--- src/sv/mfq_pkg.sv ---
// ----------------------------------------------------------------------------
// mfq_pkg : multilevel feedback queue scheduler package
// Field widths, operation and status codes, and shared record types.
// ----------------------------------------------------------------------------
package mfq_pkg;

   localparam int unsigned TASK_W   = 6;
   localparam int unsigned LEVEL_W  = 3;
   localparam int unsigned TIME_W   = 32;
   localparam int unsigned THR_W    = 10;
   localparam int unsigned OP_W     = 3;
   localparam int unsigned STATUS_W = 2;
   localparam int unsigned PCOUNT_W = 7;

   localparam int unsigned DEF_MAX_TASKS  = 64;
   localparam int unsigned DEF_NUM_LEVELS = 5;

   localparam logic [THR_W-1:0] THR_RESET = THR_W'(50);

   localparam logic [OP_W-1:0] OP_ENQUEUE  = OP_W'(0);
   localparam logic [OP_W-1:0] OP_DISPATCH = OP_W'(1);
   localparam logic [OP_W-1:0] OP_RETURN   = OP_W'(2);
   localparam logic [OP_W-1:0] OP_REMOVE   = OP_W'(3);
   localparam logic [OP_W-1:0] OP_AGE      = OP_W'(4);

   localparam logic [STATUS_W-1:0] ST_OK        = STATUS_W'(0);
   localparam logic [STATUS_W-1:0] ST_FULL      = STATUS_W'(1);
   localparam logic [STATUS_W-1:0] ST_NOT_FOUND = STATUS_W'(2);
   localparam logic [STATUS_W-1:0] ST_EMPTY     = STATUS_W'(3);

   typedef struct packed {
      logic [TASK_W-1:0]  id;
      logic [LEVEL_W-1:0] level;
      logic [TIME_W-1:0]  stamp;
   } entry_type;

   typedef struct packed {
      logic [LEVEL_W-1:0] level;
      logic [TIME_W-1:0]  stamp;
   } tinfo_type;

   typedef struct packed {
      logic shift;
      logic load;
   } cell_ctl_type;

endpackage

--- src/sv/mfq_cell.sv ---
// ----------------------------------------------------------------------------
// mfq_cell : queue chain cell
// Holds one queued task; loads a new entry or takes its upper neighbour's.
// ----------------------------------------------------------------------------
module mfq_cell
   import mfq_pkg::*;
(
   input  logic         clock,
   input  cell_ctl_type ctl,
   input  entry_type    nbr_e,
   input  entry_type    load_e,
   output entry_type    cell_e
);

   entry_type cell_ff;
   entry_type cell_in;

   always_comb begin
      cell_in = cell_ff;
      if (ctl.load) begin
         cell_in = load_e;
      end else if (ctl.shift) begin
         cell_in = nbr_e;
      end
   end

   always_ff @(posedge clock) begin
      cell_ff <= cell_in;
   end

   assign cell_e = cell_ff;

endmodule

--- config.mk ---
export PLATFORM = sky130hd
export DESIGN_NAME = mfq_cell
export DESIGN_NICKNAME = d
export VERILOG_FILES = /design/src/sv/mfq_pkg.sv /design/src/sv/mfq_cell.sv
export SDC_FILE = /design/constraint.sdc
export NUM_CORES = 1
export LEC_CHECK = 0
export BUFFER_PORTS_ARGS = -buffer_cell sky130_fd_sc_hd__clkbuf_2
export CAP_MARGIN = 5
export CORE_MARGIN = 3
export CORE_UTILIZATION = 38
export DETAILED_ROUTE_END_ITERATION = 6
export PLACE_DENSITY = 0.73
export SLEW_MARGIN = 20
export SYNTH_ARGS = -nofsm -noshare
export SYNTH_HDL_FRONTEND = slang
export SYNTH_SLANG_ARGS = --single-unit
--- constraint.sdc ---
create_clock -name clock -period 2.1 [get_ports clock]
set_input_delay 0.42 -clock clock [delete_from_list [all_inputs] [get_ports clock]]
set_output_delay 0.42 -clock clock [all_outputs]
set_load 0.03 [all_outputs]
# [After elaboration in Yosys (flattened, before gate mapping)]
# Index checks and enable logic that the tools add are counted.
[totals] ff_bits=41 in_bits=85 out_inout_bits=41 elab_cells=6
[op_classes] muxes=2 n_reduce_logical=1
[ops] op="$mux 41" n=2
[ops] op="$reduce_bool 2->1" n=1

# [Depth between registers and ports, before layout]
[logic_depth] ltp_word=2 depth_mapped=3 depth_no_buf=1

# [Least setup slack after synthesis]
# OpenSTA, ideal clock, no wires.
[synth_timing] path_kind="in2reg" from="in ctl[0] (netlist name)" to="reg cell_ff, in the netlist cell_e[0] (enable)" setup_time_ns=0.400 arrival_time_ns=1.647 required_time_ns=1.700 slack_ns=0.053 cell_stages=3 path_buffers=2 path_cell_list="buf_6 -> buf_12 -> or2_1"
[synth_between] elab_chain_len=1
[synth_rtl] element="start, declared" line_no="mfq_cell.sv:9" source="input cell_ctl_type ctl,"
[synth_rtl] element="$reduce_bool 2->1 (no line)"
[synth_rtl] element="end signal, assigned" line_no="mfq_cell.sv:28" source="cell_ff <= cell_in;"
[synth_rtl] element="end, declared" line_no="mfq_cell.sv:15" source="entry_type cell_ff;"
# No other way between the ends.
# A chain may end at the register's enable or synchronous reset.

# [Final worst setup path]
[layout_timing] from="reg cell_ff, in the netlist cell_e[24]" to="out cell_e[24] (netlist name)"
[layout_lines] element="end, declared" line_no="mfq_cell.sv:12" source="output entry_type cell_e"
# No word-level cell between the ends.

==> flow_summary_export.csv <==
group,metric,value,unit
floorplan,ioPinCount,126,
logic_synthesis,syn-cell-area,1940,µm²
logic_synthesis,ys_ff_latch,41,
power_and_ir_drop,peakVddDrop,0.000345,V
timing,tightest_slew,519,ps
detailed_routing,antenna_left,0,
logic_synthesis,yosys.cell_types.count,6,
clocking,ctsResizeCount,0,
finish,multi_input_area,614,µm²
setup_path,slowest_stage,"edfxtp_1",
power_and_ir_drop,p_seq_frac,0.484,
logic_synthesis,synth_common_cells,"edfxtp_1, mux2_4, buf_12",
logic_synthesis,synthAdderAreaFrac,0,
timing,slew_headroom,0.654,
status,outcome,"completed",
global_route,grt_max_degree,42,
logic_synthesis,synthXorXnorAreaFrac,0,
logic_synthesis,synth_flop_cell,"edfxtp_1",
min_path,hold_path_class,"primary input to register",
timing,finalWorstPathRequiredPeriod,1310,ps
floorplan,start_util,0.402,
detailed_routing,drc,0,
global_route,grt_pass1_vias,1336,
logic_synthesis,synth_top_family_by_area,"multiplexers",
finish,regArea,1230,µm²
global_route,grt_pass1_wl,6350,µm
finish,layout-drive-gt1-share,0.804,
logic_synthesis,synth_compound_area_frac,0,
logic_synthesis,ys_seq_area_frac,0.636,
power_and_ir_drop,power_frac_clock,0.285,
finish,n_antenna_cell,0,
setup_path,cp_max_fo,1,
place,dp.cells,278,
timing,fin_setup_tns,0,ps
global_route,antenna_found_initial,0,
logic_synthesis,synthArstFlopShare,0,
setup_path,worstSetupPathType,"register to output port",
place,port_buffers,125,
logic_synthesis,synth_top_area_share,0.636,
timing,clock.fmax,0.766,GHz
timing,whs,429,ps
setup_path,path_delay_family,"flip-flops",
clocking,post_cts_buffers,0,
floorplan,num_rows,25,
logic_synthesis,yosysWarnings,0,
finish,area_growth,38.6,%
timing,finalSetupViolCount,0,
floorplan,dieArea,5990,µm²
setup_path,cp.arrival,890,ps
logic_synthesis,synth_nets,173,
clocking,cts-hold-fix-buffers,0,
power_and_ir_drop,p_sw_frac,0.267,
logic_synthesis,synthMuxAreaShare,0.314,
finish,fillCellCount,438,
logic_synthesis,syn_inst,88,
detailed_routing,drt_iter0_drc,75,
finish,final_cell_count_no_fill,286,
finish,nNetsFinal,303,
detailed_routing,first_pass_iters,2,
place,place_area,2580,µm²
logic_synthesis,ys_top_cells_by_area,"edfxtp_1, mux2_4, buf_12",
detailed_routing,viasPerCell,4.38,
timing,rsz0062_at_grt,"no",
detailed_routing,wl_per_cell,14.3,µm
clocking,path_clk_slew,80,ps
clocking,h-tree-depth,2,
power_and_ir_drop,power_frac_comb,0.231,
clocking,cts.sink_count,41,
clocking,cts_made_buffers,5,
timing,min_period_over_period,0.622,
floorplan,die_x,77.4,µm
timing,finalHoldViolCount,0,
clocking,cts_tree,"done",
floorplan,core_region_area,4820,µm²
finish,largest_reg_flops,41,
setup_path,path_cells,"clkbuf_2",
place,routabilityCongestion,0.669,
clocking,root_buffer,"clkbuf_8",
job,drv_cap,0,
power_and_ir_drop,internal_power,1.56,mW
place,dp_hpwl,3220,µm
floorplan,die_h,77.4,µm
logic_synthesis,synth-edff-count,41,
global_route,grt_overflow_total,0,
global_route,grtUsageTotal,0.140,
logic_synthesis,syn_avg_cell_area,22.0,µm²
power_and_ir_drop,power.density,793,nW/µm²
logic_synthesis,synth_top_area_cell,"edfxtp_1",
setup_path,end_kind,"output port",
logic_synthesis,yosys.area_share.simple,0.00323,
detailed_routing,num_vias,1253,
power_and_ir_drop,p_leak,1.33,nW
power_and_ir_drop,p_sw,567,µW
setup_path,crit_path_start_kind,"register",
setup_path,path_buf_inv,1,
finish,fin_area,2680,µm²
logic_synthesis,synth.most_common_cell,"edfxtp_1",
detailed_routing,wl,4080,µm
setup_path,critPathMaxStageDelay,400,ps
setup_path,worstPathRequired,1680,ps
clocking,cts_max_path_buffers,2,
timing,maxSlewViolCount,0,
[worst paths after layout]
kind,start,end,slack [ps],cells past startpoint
max,cell_e[24],cell_e[24],790,1
min,load_e[21],cell_e[21],430,2
[routing by layer]
metal	global-route usage	vias to the layer above	share of wire
li1	-	601	-
met1	0.140	582	0.35
met2	0.261	68	0.55
met3	0.0557	2	0.091
met4	0.0463	0	0.0054
met5	0	-	0
[cells in the final DEF (no fill, tap or decap)]
cell / Yosys / routed
buf_4: 0 / 3
clkbuf_8: 0 / 5
or2_2: 0 / 1
mux2_4: 39 / 39
bufinv_16: 0 / 1
clkbuf_2: 0 / 125
edfxtp_1: 41 / 41
mux2_2: 2 / 2
clkinv_1: 0 / 1
clkbuf_1: 0 / 1
[through the flow]
stage / util / setup slack (ps) / power [mW]
finish: 0.557 / 795 / 2.13
global route: 0.557 / 758 / 2.21
CTS: 0.557 / 783 / 2.15
detailed placement: 0.535 / 500 / 1.55
global placement: 0.535 / 543 / 1.53
floorplan: - / 53.0 / 1.38
[layout make-up]
type,instances,share of cell area
clock buffer,6,0.0270
timing repair buffer,128,0.241
sequential,41,0.459
tap,67,0.0312
multi-input combinational,42,0.229
clock inverter,2,0.0126
[logic make-up (layout without fill, tap and decap cells)]
group | after synthesis | in the layout
flip-flops | 41 | 41
buffers and inverters | 5 | 136
multiplexers | 41 | 41
AND/OR/NAND/NOR | 1 | 1
[power groups by stage]
stage,clock network [mW],logic (mW),registers (mW)
CTS,0.624,0.499,1.03
floorplan,0,0.147,1.24
finish,0.607,0.491,1.03
global placement,0,0.491,1.04
global route,0.651,0.520,1.04
detailed placement,0,0.498,1.05
No activity file was read; power rests on OpenSTA's default activity.
