File: src/sv/mfq_pkg.sv
// ----------------------------------------------------------------------------
// mfq_pkg : multilevel feedback queue scheduler package
// Field widths, operation and status codes, and shared record types.
// ----------------------------------------------------------------------------
package mfq_pkg;

   localparam int unsigned TASK_W   = 6;
   localparam int unsigned LEVEL_W  = 3;
   localparam int unsigned TIME_W   = 32;
   localparam int unsigned THR_W    = 10;
   localparam int unsigned OP_W     = 3;
   localparam int unsigned STATUS_W = 2;
   localparam int unsigned PCOUNT_W = 7;

   localparam int unsigned DEF_MAX_TASKS  = 64;
   localparam int unsigned DEF_NUM_LEVELS = 5;

   localparam logic [THR_W-1:0] THR_RESET = THR_W'(50);

   localparam logic [OP_W-1:0] OP_ENQUEUE  = OP_W'(0);
   localparam logic [OP_W-1:0] OP_DISPATCH = OP_W'(1);
   localparam logic [OP_W-1:0] OP_RETURN   = OP_W'(2);
   localparam logic [OP_W-1:0] OP_REMOVE   = OP_W'(3);
   localparam logic [OP_W-1:0] OP_AGE      = OP_W'(4);

   localparam logic [STATUS_W-1:0] ST_OK        = STATUS_W'(0);
   localparam logic [STATUS_W-1:0] ST_FULL      = STATUS_W'(1);
   localparam logic [STATUS_W-1:0] ST_NOT_FOUND = STATUS_W'(2);
   localparam logic [STATUS_W-1:0] ST_EMPTY     = STATUS_W'(3);

   typedef struct packed {
      logic [TASK_W-1:0]  id;
      logic [LEVEL_W-1:0] level;
      logic [TIME_W-1:0]  stamp;
   } entry_type;

   typedef struct packed {
      logic [LEVEL_W-1:0] level;
      logic [TIME_W-1:0]  stamp;
   } tinfo_type;

   typedef struct packed {
      logic shift;
      logic load;
   } cell_ctl_type;

endpackage

File: src/sv/mfq_tinfo.sv
// ----------------------------------------------------------------------------
// mfq_tinfo : per-task level and timestamp store
// One write and one registered read per cycle; unwritten entries read as zero.
// ----------------------------------------------------------------------------
module mfq_tinfo
   import mfq_pkg::*;
#(
   parameter int unsigned DEPTH = DEF_MAX_TASKS,
   parameter int unsigned IDX_W = 6
)
(
   input  logic             clock,
   input  logic             reset,
   input  logic [IDX_W-1:0] rd_addr,
   output tinfo_type        rd_data,
   input  logic             wr_en,
   input  logic [IDX_W-1:0] wr_addr,
   input  tinfo_type        wr_data
);

   tinfo_type        tinfo_mem [DEPTH];
   logic [DEPTH-1:0] vld_ff;
   tinfo_type        rd_ff;
   logic             rd_vld_ff;

   always_ff @(posedge clock) begin
      if (wr_en) begin
         tinfo_mem[wr_addr] <= wr_data;
      end
      rd_ff <= tinfo_mem[rd_addr];
   end

   always_ff @(posedge clock) begin
      if (reset) begin
         vld_ff    <= '0;
         rd_vld_ff <= 1'b0;
      end else begin
         if (wr_en) begin
            vld_ff[wr_addr] <= 1'b1;
         end
         rd_vld_ff <= vld_ff[rd_addr];
      end
   end

   assign rd_data = rd_vld_ff ? rd_ff : '0;

endmodule

File: config.mk
export PLATFORM = sky130hd
export DESIGN_NAME = mfq_tinfo
export DESIGN_NICKNAME = d
export VERILOG_FILES = /design/src/sv/mfq_pkg.sv /design/src/sv/mfq_tinfo.sv
export SDC_FILE = /design/constraint.sdc
export NUM_CORES = 2
export LEC_CHECK = 0
export BUFFER_PORTS_ARGS = -buffer_cell sky130_fd_sc_hd__buf_2
export CORE_AREA = 4 4 449 451
export CTS_BUF_LIST = sky130_fd_sc_hd__clkbuf_2
export DETAILED_ROUTE_END_ITERATION = 8
export DIE_AREA = 0 0 453 455
export HOLD_SLACK_MARGIN = 0.08
export PLACE_DENSITY = 0.65
export SYNTH_ARGS = -nofsm -noshare
export SYNTH_HDL_FRONTEND = slang
export SYNTH_SLANG_ARGS = --single-unit
File: constraint.sdc
create_clock -name clock -period 4.65 [get_ports clock]
set_clock_uncertainty 0.05 [all_clocks]
set_input_delay 0.6975 -clock clock [delete_from_list [all_inputs] [get_ports clock]]
set_output_delay 0.6975 -clock clock [all_outputs]
set_load 0.02 [all_outputs]
* Yosys cells after proc, flatten, opt, wreduce, memory -nomap -nowiden
Memory sizes are Yosys's and may differ from the RTL's. A register that Yosys moved wholly into a read port is not among the register bits.
Index checks and enable logic that the tools add are counted.
** Word-level totals
- Flip-flop bits (word level) :: 65
- RAM bits :: 2240
- Input port bits :: 50
- Output and inout bits :: 35
- Logic and storage cells :: 15
- Memories kept :: 1
** Memories
- tinfo_mem :: depth 64, bits a word 35, rd ports 1, clocked after Yosys merged registers in 1, write ports 1, RTL line mfq_tinfo.sv:21 : tinfo_type tinfo_mem [DEPTH];
** Cells by class
- $lt $le $gt $ge :: 3
- Mux-type cells :: 7
- Bitwise logic cells :: 1
- Reductions and logical operators :: 1
** Operators with widths (count)
- $or A64 B64 Y64 :: 1
- $mux W35 :: 1
- $lt A6 B7 Y1 const B :: 2
- $bmux W1 S6 :: 1
- $demux W1 S6 :: 1
- $ge A6 B1 Y1 const B :: 1
- $mux W1 :: 4
- $logic_and A1 B1 Y1 :: 1

* Depth between registers and ports, before layout
- Depth in word-level cells :: 5
- Depth in mapped cells :: 10
- Depth with buffers taken out :: 5

* Least setup slack after synthesis
No wires, ideal clock.
- Path kind :: input -> register
- Start point :: input port wr_en
- End point :: memory tinfo_mem[40][0] (netlist name), enable pin
- Setup time :: 0.473 ns
- Arrival :: 3.657 ns
- Data required time :: 4.127 ns
- Setup slack :: 0.470 ns
- Cell stages on the path :: 3
- Buffers on the path :: 0
- Path through :: nor2b_1 > nand3_1 > nor3_1
** On the way
- Longest elaborated chain between the ends :: 2
** RTL lines
- start, declared :: RTL line mfq_tinfo.sv:16 : input logic wr_en,
- $mux W1 :: RTL line mfq_tinfo.sv:27 : if (wr_en) begin
- $mux W1 (implied by the code) :: RTL line mfq_tinfo.sv:28 : tinfo_mem[wr_addr] <= wr_data;
- end, declared :: RTL line mfq_tinfo.sv:21
No other way between the ends.

==> results.toml <==
[pwr]
sequential_power_share = 0.589
p_switching_uw = 9580
p_total_uw = 39600
power_per_cell_area_nw_per_um2 = 393
cellLeakagePower_uw = 0.0328
p_sw_frac = 0.242
comb_power_share = 0.056
internal_power_uw = 30000
irDropWorstVdd_mv = 0.248
clock_share_of_power = 0.355

[placement]
globalplace.congestion = 0.806
place_hpwl_mm = 136
io_buffer_count = 84

[yosys]
post_synth_xor_area_fraction = 0
synth-seq-area-share = 0.784
synth_fa_ha_area_frac = 0
number_of_synthesized_register_bits = 2340
synth_simple_gate_area_share = 0.0223
synthesized_net_count = 4028
syn-mean-instance-area_um2 = 22.2
synth_area_um2 = 88400
post_synth_mux_area_share = 0.145
synth_async_sr_flop_share = 0
combinational_family_with_the_most_area_after_synthesis = "multiplexers"
synth_cell_types = 42
syn-instance-count = 3978
ys.warnings.count = 0
synth_edf_count = 2240
yosys_most_used_dff = "edfxtp_1"
synth_compound_area_frac = 0.0352

[setup_path]
worstPathMaxFanout = 18
crit_family = "flip-flops"
crit_required_ns = 3.90
start_kind = "flip-flop"
crit_slowest_cell = "dfxtp_2"
critPathMaxStageDelay_ns = 0.78
timing.setup.critical_path_class = "flip-flop to output port"
path_cells = "buf_4, and2_1, buf_2"
path_buf_inv = 2
worstSetupEndpointType = "output port"
worst-endpoint-arrival_ns = 3.50

[sta]
max_slew_margin = 0.176
final-setup-viol-count = 0
final_min_period_over_clock_period = 0.914
report.final.hold_viol_count = 0
accumulated_negative_setup_slack_ns = 0
timing_max_transition_violations_final = 0
max_clock_freq_ghz = 0.235
grt_setup_unrepaired = "false"
worst-slew-pin-transition_ns = 1.24
post-route-min-period_ns = 4.25

[grt]
gr-total-overflow = 0
first_pass_grt_wire_length_mm = 358
grt_start_max_net_pins = 88
grt_pass1_vias = 48100
global_route_usage_sum = 0.246
initial_antenna_violation_count = 10

[final_layout]
area.sequential_um2 = 69300
design.final.nets = 4825
final_common_cell = "edfxtp_1"
multi_input_comb_area_um2 = 18400
syn2layout_area_growth_pct = 13.9
drive_gt1_frac = 0.366
n_fill_cell = 15900
layout.cells.most_common_list = "2240 x edfxtp_1, 895 x clkbuf_2, 551 x mux4_2"

[outcome]
run_status = "finished, final reports clean"

[floorplanning]
die_area_um2 = 206000
die_y_um = 455
row_count = 163
pin_count = 85
core-area_um2 = 197000
start_util = 0.448
die_extent_in_x_um = 453

[clock_tree]
worstSkewPairLatency_ns = 1.86
tritoncts.num_buffers = 596
cts_tree = "done"
cts_repair_resize_count = 0
cts.root.buffer_cell = "clkbuf_2"
post-cts-setup-buffer-count = 0
cts_num_sinks = 2340
count_of_hold_buffers_inserted_by_post_cts_repair = 152
cts.reportedPaths.clkPinSlew_ns = 0.11
cts-root-to-sink-buffers = 4
cts.htree.levels = 6

[detailed_routing]
route.detailed.wl_per_inst_um = 32.6
drt_first_iter_violations = 6770
routed_via_count = 47700
postRouteWirelength_mm = 255
drc = 0
ant_nets = 0
route.detailed.vias_per_inst = 6.08
drt_pass1_iterations = 6

[job]
drv.max_cap_violation_count = 0

[worst_hold_path]
holdCritPathClass = "input port to flip-flop"
-- through the flow --
step / instances / cell area [um2] / setup slack, ns / hold slack [ns] / utilization
floorplan: 3978 / 88400 / 0.470 / 0.376 / -
global placement: 6665 / 93500 / 0.879 / 0.388 / 0.474
detailed placement: 6665 / 93500 / 0.912 / 0.401 / 0.474
CTS: 7828 / 101000 / 0.184 / 0.123 / 0.511
global route: 7837 / 101000 / 0.161 / 0.192 / 0.511
finish: 7839 / 101000 / 0.402 / 0.354 / 0.511
-- worst reg2reg max path, delay by kind of cell, from the launching register on --
kind	cells	cell delay, ns
flip-flops	1	0.40
AO/OA/AOI/OAI	2	0.17
buffers and inverters	4	2.32
AND/OR/NAND/NOR	2	0.21
multiplexers	1	0.52
-- cell families after synthesis --
logic type      Yosys count
mux                     591
flops                  2340
buf+inv                 244
compound gates          396
simple gates            407
-- cell type report --
type | count | share of cell area
inverters | 9 | 0.000385
clock inverters | 116 | 0.00876
clock buffers | 895 | 0.0445
diodes | 11 | 0.000273
well taps | 2640 | 0.0328
flip-flops and latches | 2340 | 0.688
multi-input cells | 1394 | 0.183
repair buffers | 434 | 0.0427
-- cell usage after synthesis (10+ instances only) --
master	n	share of area
mux2_2	18	0.0023
nor2b_1	91	0.0064
buf_1	15	0.00064
nor3_1	12	0.00068
and2_1	39	0.0028
nor2_1	171	0.0073
a22o_1	54	0.0053
clkbuf_1	122	0.0052
mux2i_1	22	0.0025
a211oi_1	52	0.0044
a22oi_1	126	0.011
o21ba_2	12	0.0014
a21oi_1	33	0.0019
dfxtp_1	100	0.023
nand2b_1	10	0.00071
buf_6	17	0.0022
o41ai_1	18	0.0018
edfxtp_1	2240	0.76
nand3_1	11	0.00062
mux4_2	551	0.14
a221oi_1	73	0.0072
buf_4	31	0.0026
buf_2	50	0.0028
nand2_1	49	0.0021
-- final timing paths --
| check | startpoint | depth (start not counted) | end | slack [ns] |
|---|---|---|---|---|
| worst min-delay path | wr_addr[4] | 5 | tinfo_mem[44][31]$_DFFE_PP_ | 0.35 |
| worst min register to register | vld_ff[52]$_SDFFE_PP0P_ | 2 | vld_ff[52]$_SDFFE_PP0P_ | 0.41 |
| worst max register to register | tinfo_mem[62][12]$_DFFE_PP_ | 9 | rd_ff[12]$_DFF_P_ | 0.91 |
| worst max-delay path | rd_vld_ff$_SDFF_PP0_ | 3 | rd_data[27] | 0.40 |
-- flip-flops by register name (all words and copies together), names as in the netlist --
| name | flops |
|---|---|
| rd_ff | 35 |
| tinfo_mem | 2240 |
| vld_ff | 64 |
| rd_vld_ff | 1 |
-- power by group through the flow --
stage          Sequential (uW)  Combinational [uW]  Clock (uW)
6_report                 23300                2220       14100
5_1_grt                  23300                2330       15600
4_1_cts                  23300                2220       14400
3_5_place_dp             23800                2030           0
3_3_place_gp             23800                2000           0
2_1_floorplan            23700                1130           0
-- routing by layer --
metal	vias to the layer above	global-route usage	share of wire	wire length [um]
met5	-	0	0.000051	13
met4	2	0.0918	0.034	8660
met3	458	0.0535	0.096	24500
met2	3077	0.395	0.49	124000
met1	25300	0.336	0.38	97800
li1	18800	-	-	-
Note: power is estimated with default switching activity, not from simulation.
